$ cat src/rtl/core/frp_pkg.sv
// ----------------------------------------------------------------------------
// frp_pkg
// widths, state codes and control structs of the frame rms and peak meter
// ----------------------------------------------------------------------------
`default_nettype none

package frp_pkg;

  localparam int SAMPLE_W          = 16;
  localparam int MAG_W             = 16;
  localparam int SQ_W              = 31;
  localparam int SUM_W             = 43;
  localparam int COUNT_W           = 13;
  localparam int LEVEL_W           = 16;
  localparam int MAX_FRAME_SAMPLES = 4096;
  localparam int RAD_W             = 2 * LEVEL_W;
  localparam int SREM_W            = LEVEL_W + 2;
  localparam int DIV_STEPS         = SUM_W;
  localparam int ROOT_STEPS        = LEVEL_W;
  localparam int STEP_W            = $clog2(DIV_STEPS);
  localparam int OUT_DATA_W        = 48;

  typedef enum logic [1:0] {
    ST_IDLE,
    ST_DIVIDE,
    ST_ROOT,
    ST_HOLD
  } state_t;

  typedef struct packed {
    logic accept;
    logic load;
    logic div_step;
    logic root_step;
  } ctrl_cmd_t;

  typedef struct packed {
    logic pend_last;
  } ctrl_status_t;

  typedef struct packed {
    logic [SUM_W-1:0]   sum;
    logic [LEVEL_W-1:0] peak;
    logic [COUNT_W-1:0] count;
  } frame_t;

endpackage

`default_nettype wire

$ cat src/rtl/core/frp_ctrl.sv
// ----------------------------------------------------------------------------
// frp_ctrl
// sequencer: input flow control, divide and root step counting, result beat
// ----------------------------------------------------------------------------
`default_nettype none

module frp_ctrl
  import frp_pkg::*;
(
  input  wire logic         clk,
  input  wire logic         rst,
  input  wire logic         s_tvalid,
  input  wire logic         s_tlast,
  output logic              s_tready,
  output logic              m_tvalid,
  input  wire logic         m_tready,
  input  wire ctrl_status_t status,
  output ctrl_cmd_t         cmd
);

  state_t            state, state_next;
  logic [STEP_W-1:0] step, step_next;

  always_ff @(posedge clk) begin
    if (rst) begin
      state <= ST_IDLE;
      step  <= '0;
    end else begin
      state <= state_next;
      step  <= step_next;
    end
  end

  always_comb begin
    state_next = state;
    step_next  = step;
    unique case (state)
      ST_IDLE: begin
        step_next = '0;
        if (status.pend_last) begin
          state_next = ST_DIVIDE;
        end
      end
      ST_DIVIDE: begin
        if (step == STEP_W'(DIV_STEPS - 1)) begin
          state_next = ST_ROOT;
          step_next  = '0;
        end else begin
          step_next = step + 1'b1;
        end
      end
      ST_ROOT: begin
        if (step == STEP_W'(ROOT_STEPS - 1)) begin
          state_next = ST_HOLD;
          step_next  = '0;
        end else begin
          step_next = step + 1'b1;
        end
      end
      ST_HOLD: begin
        if (m_tready) begin
          state_next = ST_IDLE;
        end
      end
      default: begin
        state_next = ST_IDLE;
        step_next  = '0;
      end
    endcase
  end

  // a closing sample waits until the back end is free
  always_comb begin
    s_tready      = !(s_tlast && ((state != ST_IDLE) || status.pend_last));
    m_tvalid      = 1'b0;
    cmd.accept    = s_tvalid && s_tready;
    cmd.load      = 1'b0;
    cmd.div_step  = 1'b0;
    cmd.root_step = 1'b0;
    unique case (state)
      ST_IDLE:   cmd.load      = status.pend_last;
      ST_DIVIDE: cmd.div_step  = 1'b1;
      ST_ROOT:   cmd.root_step = 1'b1;
      ST_HOLD:   m_tvalid      = 1'b1;
      default:   m_tvalid      = 1'b0;
    endcase
  end

endmodule

`default_nettype wire

$ cat src/rtl/core/frp_accum.sv
// ----------------------------------------------------------------------------
// frp_accum
// two-stage accumulator: magnitude and square, then sum, peak and count
// ----------------------------------------------------------------------------
`default_nettype none

module frp_accum
  import frp_pkg::*;
(
  input  wire logic                clk,
  input  wire logic                rst,
  input  wire ctrl_cmd_t           cmd,
  input  wire logic [SAMPLE_W-1:0] sample,
  input  wire logic                last_sample,
  output ctrl_status_t             status,
  output frame_t                   frame
);

  logic [SAMPLE_W:0]    ext;
  logic [SAMPLE_W:0]    neg;
  logic [MAG_W-1:0]     mag;
  logic [2*MAG_W-1:0]   sq_full;

  logic                 p_valid;
  logic                 p_last;
  logic [MAG_W-1:0]     p_mag;
  logic [SQ_W-1:0]      p_sq;

  logic [SUM_W-1:0]     square_sum;
  logic [LEVEL_W-1:0]   peak_so_far;
  logic [COUNT_W-1:0]   frame_len;

  logic                 room;
  logic [SUM_W-1:0]     sum_upd;
  logic [LEVEL_W-1:0]   peak_upd;
  logic [COUNT_W-1:0]   count_upd;

  assign ext     = {sample[SAMPLE_W-1], sample};
  assign neg     = ~ext + 1'b1;
  assign mag     = sample[SAMPLE_W-1] ? neg[MAG_W-1:0] : ext[MAG_W-1:0];
  assign sq_full = (2*MAG_W)'(mag) * (2*MAG_W)'(mag);

  always_ff @(posedge clk) begin
    if (rst) begin
      p_valid <= 1'b0;
    end else begin
      p_valid <= cmd.accept;
    end
  end

  always_ff @(posedge clk) begin
    if (cmd.accept) begin
      p_last <= last_sample;
      p_mag  <= mag;
      p_sq   <= sq_full[SQ_W-1:0];
    end
  end

  // samples past the frame limit are dropped
  assign room      = frame_len < COUNT_W'(MAX_FRAME_SAMPLES);
  assign sum_upd   = room ? square_sum + SUM_W'(p_sq) : square_sum;
  assign peak_upd  = (room && (p_mag > peak_so_far)) ? p_mag : peak_so_far;
  assign count_upd = room ? frame_len + 1'b1 : frame_len;

  always_ff @(posedge clk) begin
    if (rst) begin
      square_sum  <= '0;
      peak_so_far <= '0;
      frame_len   <= '0;
    end else if (p_valid) begin
      if (p_last) begin
        square_sum  <= '0;
        peak_so_far <= '0;
        frame_len   <= '0;
      end else begin
        square_sum  <= sum_upd;
        peak_so_far <= peak_upd;
        frame_len   <= count_upd;
      end
    end
  end

  assign status.pend_last = p_valid && p_last;
  assign frame.sum        = sum_upd;
  assign frame.peak       = peak_upd;
  assign frame.count      = count_upd;

endmodule

`default_nettype wire

$ cat src/rtl/core/frp_level.sv
// ----------------------------------------------------------------------------
// frp_level
// back end: restoring divide of sum by count, then digit-by-digit square root
// ----------------------------------------------------------------------------
`default_nettype none

module frp_level
  import frp_pkg::*;
(
  input  wire logic          clk,
  input  wire ctrl_cmd_t     cmd,
  input  wire frame_t        frame,
  output logic [LEVEL_W-1:0] rms_level,
  output logic [LEVEL_W-1:0] peak_level,
  output logic [COUNT_W-1:0] frame_samples
);

  logic [COUNT_W-1:0]  div_rem;
  logic [COUNT_W-1:0]  divisor;
  logic [SUM_W-1:0]    quo;
  logic [SREM_W-1:0]   srem;
  logic [LEVEL_W-1:0]  root;

  logic [COUNT_W:0]    div_shift;
  logic [COUNT_W:0]    div_diff;
  logic                div_ge;
  logic [SREM_W+1:0]   sq_shift;
  logic [SREM_W+1:0]   sq_trial;
  logic [SREM_W+1:0]   sq_diff;
  logic                sq_ge;

  assign div_shift = {div_rem, quo[SUM_W-1]};
  assign div_ge    = div_shift >= {1'b0, divisor};
  assign div_diff  = div_shift - {1'b0, divisor};

  assign sq_shift  = {srem, quo[RAD_W-1 -: 2]};
  assign sq_trial  = {{(SREM_W-LEVEL_W){1'b0}}, root, 2'b01};
  assign sq_ge     = sq_shift >= sq_trial;
  assign sq_diff   = sq_shift - sq_trial;

  always_ff @(posedge clk) begin
    if (cmd.load) begin
      div_rem       <= '0;
      divisor       <= frame.count;
      quo           <= frame.sum;
      srem          <= '0;
      root          <= '0;
      peak_level    <= frame.peak;
      frame_samples <= frame.count;
    end else if (cmd.div_step) begin
      div_rem <= div_ge ? div_diff[COUNT_W-1:0] : div_shift[COUNT_W-1:0];
      quo     <= {quo[SUM_W-2:0], div_ge};
    end else if (cmd.root_step) begin
      // quotient fits in the low RAD_W bits, two radicand bits per step
      srem <= sq_ge ? sq_diff[SREM_W-1:0] : sq_shift[SREM_W-1:0];
      root <= {root[LEVEL_W-2:0], sq_ge};
      quo  <= {quo[SUM_W-3:0], 2'b00};
    end
  end

  assign rms_level = root;

endmodule

`default_nettype wire

$ cat src/rtl/core/frame_rms_peak_meter.sv
// ----------------------------------------------------------------------------
// frame_rms_peak_meter
// Takes one signed 16-bit sample per clock; tlast closes a frame. Each
// closing beat yields one result beat with rms, peak and sample count on a
// 0..32768 scale. Frames longer than 4096 samples keep only the first 4096.
// Per frame end the back end runs 43 divide steps and then 16 root steps;
// the result beat is then offered and holds until taken. Non-closing
// samples keep streaming meanwhile; a closing sample is held off while the
// back end computes or holds a result.
// ----------------------------------------------------------------------------
`default_nettype none

module frame_rms_peak_meter
  import frp_pkg::*;
(
  input  wire logic                  clk,
  input  wire logic                  rst,
  input  wire logic                  s_tvalid,
  output logic                       s_tready,
  input  wire logic [SAMPLE_W-1:0]   s_tdata,   // [15:0] sample
  input  wire logic                  s_tlast,   // last_sample
  output logic                       m_tvalid,
  input  wire logic                  m_tready,
  output logic [OUT_DATA_W-1:0]      m_tdata    // rms_level, peak_level, frame_samples
);

  ctrl_cmd_t          cmd;
  ctrl_status_t       status;
  frame_t             frame;
  logic [LEVEL_W-1:0] rms_level;
  logic [LEVEL_W-1:0] peak_level;
  logic [COUNT_W-1:0] frame_samples;

  frp_ctrl u_ctrl (
    .clk      (clk),
    .rst      (rst),
    .s_tvalid (s_tvalid),
    .s_tlast  (s_tlast),
    .s_tready (s_tready),
    .m_tvalid (m_tvalid),
    .m_tready (m_tready),
    .status   (status),
    .cmd      (cmd)
  );

  frp_accum u_accum (
    .clk         (clk),
    .rst         (rst),
    .cmd         (cmd),
    .sample      (s_tdata),
    .last_sample (s_tlast),
    .status      (status),
    .frame       (frame)
  );

  frp_level u_level (
    .clk           (clk),
    .cmd           (cmd),
    .frame         (frame),
    .rms_level     (rms_level),
    .peak_level    (peak_level),
    .frame_samples (frame_samples)
  );

  assign m_tdata = {(OUT_DATA_W - 2*LEVEL_W - COUNT_W)'(0), frame_samples, peak_level,
                    rms_level};

endmodule

`default_nettype wire

$ cat config.mk
export PLATFORM = sky130hd
export DESIGN_NAME = frame_rms_peak_meter
export DESIGN_NICKNAME = d
export VERILOG_FILES = /design/src/rtl/core/frp_pkg.sv /design/src/rtl/core/frp_ctrl.sv /design/src/rtl/core/frp_accum.sv /design/src/rtl/core/frp_level.sv /design/src/rtl/core/frame_rms_peak_meter.sv
export SDC_FILE = /design/constraint.sdc
export NUM_CORES = 1
export LEC_CHECK = 0
export BUFFER_PORTS_ARGS = -buffer_cell sky130_fd_sc_hd__buf_2
export CORE_MARGIN = 2
export CORE_UTILIZATION = 50
export DETAILED_ROUTE_END_ITERATION = 8
export PLACE_DENSITY = 0.66
export SYNTH_ARGS = -nofsm -noshare
export SYNTH_HDL_FRONTEND = slang
export SYNTH_SLANG_ARGS = --single-unit
$ cat constraint.sdc
create_clock -name clk -period 10 [get_ports clk]
set_input_delay 1.5 -clock clk [delete_from_list [all_inputs] [get_ports clk]]
set_output_delay 1.5 -clock clk [all_outputs]
set_load 0.005 [all_outputs]
==> reports/metrics.yaml <==
status:
  status: "completed"
yosys:
  avgSynthCellArea_um2: 9.14
  async_flop_share_pct: 0
  synth-edff-count: 118
  synth_cells: 2304
  ys_seq_elements: 246
  yosys_most_used_dff: "dfxtp_1"
  netlist_area_mm2: 0.0211
  yosys_warnings: 0
  ys_seq_area_share_pct: 29.0
  ys_types: 84
grt:
  grt_pass1_vias: 16300
  busiest_layer: "met2"
  grt_pass1_wl_mm: 81.6
  antenna_found_initial: 1
  grtUsageTotal_pct: 22.9
  gr-usage-met2_pct: 40.1
  grt_max_degree: 89
  gr-total-overflow: 0
  use_met3_pct: 2.37
  gr-usage-met1_pct: 29.1
critical_path:
  crit_arrival_ps: 9210
  start_kind: "input pin"
  crit_required_ps: 10300
  path_max_fanout: 10
  path_class: "in -> reg"
  worstSetupEndpointType: "register"
  worst-r2r-cell-count: 11
route:
  drtAntennaViolNets: 0
  vias_per_cell: 5.55
  drt-wirelength-per-cell_um: 17.0
  drc: 0
  drt_wl_total_mm: 49.6
  drtIter0Drc: 854
  drt_pass1_iterations: 5
  vias: 16100
die:
  start_util_pct: 50.4
  die_y_um: 209
  row_count: 75
  fp.dieW_um: 209
  coreArea_mm2: 0.0418
  io_pins: 71
  die-area_mm2: 0.0438
layout:
  fin_nets: 2713
  layout_common_cells: "inv_1, nor2_1, nand2_1, ha_1, fa_1"
  mostFrequentLayoutCell: "inv_1"
  fin_area_mm2: 0.0231
  area_growth_pct: 9.62
  multi_input_area_mm2: 0.0134
  seqCellArea_mm2: 0.00611
  final_cells: 2907
  layout-drive-gt1-share_pct: 7.65
  fill_cells: 3729
sta:
  finalCritPeriodShare_pct: 89.2
  clock_skew_ps: 16.1
  tns_ps: 0
  rsz0062_at_grt: "no"
  hold_ws_ps: 475
  fin_crit_ps: 8920
  max-slew-margin-rel_pct: 20.0
  worst_pin_slew_ps: 1200
  hold_viol: 0
  finalMaxSlewViolations: 0
  setup_viol: 0
  fmax_mhz: 112
placement:
  place_congestion: 0.917
  hpwl_mm: 37.9
  placed_area_mm2: 0.0220
  placed_cells: 2854
  port-buffer-count: 67
clock_tree:
  cts_tree: "yes"
  post_cts_buffers: 0
  cts_max_level: 1
  post_cts_resized: 0
  cts_buffers: 28
  clkLatencyLatePin_ps: 560
  clock-sinks: 246
  cts.clk_slew.worst_paths_ps: 60
  hold_buffers: 0
  cts-root-to-sink-buffers: 3
  cts_root_buffer: "clkbuf_16"
flow_run:
  drv_cap: 0
hold_path:
  hp-class: "reg -> reg"
  min_path_cells: 1
cells by family (layout without fill, tap and decap cells):
kind of cell | after synthesis | in the layout | share of synthesized area (%)
xor gates and xnor gates | 118 | 118 | 4.91
muxes | 78 | 78 | 3.73
AOI/OAI and AO/OA | 515 | 515 | 15.7
buffers and inverters | 413 | 464 | 7.52
and+or+nand+nor | 585 | 585 | 12.6
other | 2 | 15 | 0.0357
adders and majority gates | 347 | 347 | 26.5
DFF | 246 | 246 | 29.0
path summary, 6_finish.rpt:
kind / start / endpoint / slack (ps)
max: s_tdata[2] / u_accum.p_sq[30] / 1080
min: u_accum.peak_so_far[6] / u_accum.peak_so_far[6] / 480
max reg2reg: u_accum.p_sq[0] / u_level.quo[42] / 6000
min reg2reg: u_accum.peak_so_far[6] / u_accum.peak_so_far[6] / 480
area by class of cell:
type                            count  share of cell area [%]
Sequential cell                   246                    26.5
Antenna cell                        1                  0.0108
Clock buffer                       32                    3.33
Timing Repair Buffer               95                    2.36
Tap cell                          539                    2.92
Clock inverter                     20                    1.49
Multi-Input combinational cell   1657                    58.3
Inverter                          317                    5.17
sequential cells by signal (all words and copies together), names as in the netlist:
signal,count
u_accum.p_last,1
u_accum.p_mag,15
u_level.quo,43
u_level.srem,18
u_accum.p_valid,1
u_level.frame_samples,13
u_ctrl.state,2
u_level.peak_level,16
u_ctrl.step,6
u_accum.peak_so_far,16
u_accum.p_sq,30
u_accum.frame_len,13
u_level.rms_level,16
u_level.div_rem,13
u_accum.square_sum,43
Yosys cell counts, types with 40 or more instances:
library cell / number / area (um^2)
o21ai_0: 129 / 646
xnor2_1: 68 / 596
inv_1: 307 / 1150
a21oi_1: 145 / 726
ha_1: 181 / 2260
edfxtp_1: 118 / 3540
xor2_1: 50 / 438
nor2_1: 203 / 762
clkbuf_1: 78 / 293
fa_1: 166 / 3320
a211oi_1: 41 / 308
nand2_1: 185 / 694
mux2i_1: 74 / 741
dfxtp_1: 128 / 2560
a21o_1: 40 / 300
per-layer routing:
metal	part of all wire, %	vias to the layer above
met5	0	-
met4	3.5	0
met2	49	395
li1	-	7916
met1	43	7744
met3	4.5	85
metrics by stage:
step	setup slack (ps)	utilization, %
finish	1080	55.3
global route	606	55.3
CTS	1090	55.3
detailed placement	511	52.6
global placement	733	52.6
floorplan	1280	-
worst max-delay path: stages:
cell and delay, ps:
buf_2 120, or3_1 410, nor3_1 290, nand3_1 200, o21ai_0 230, xor2_1 600
inv_2 280, nand2_1 210, fa_1 460, fa_1 540, inv_1 50, fa_1 510
fa_1 440, fa_1 550, inv_1 60, fa_1 530, inv_1 50, ha_1 370
nand3_1 160, nor3b_1 370, o32ai_1 150, a31oi_1 310, a211oi_1 130, nor3_1 300
a21o_1 170, a21oi_1 70, xnor2_1 130
Power is left out: the tool's default activity adds up to more than one toggle a clock period on the data nets, which glitch-free logic cannot reach.
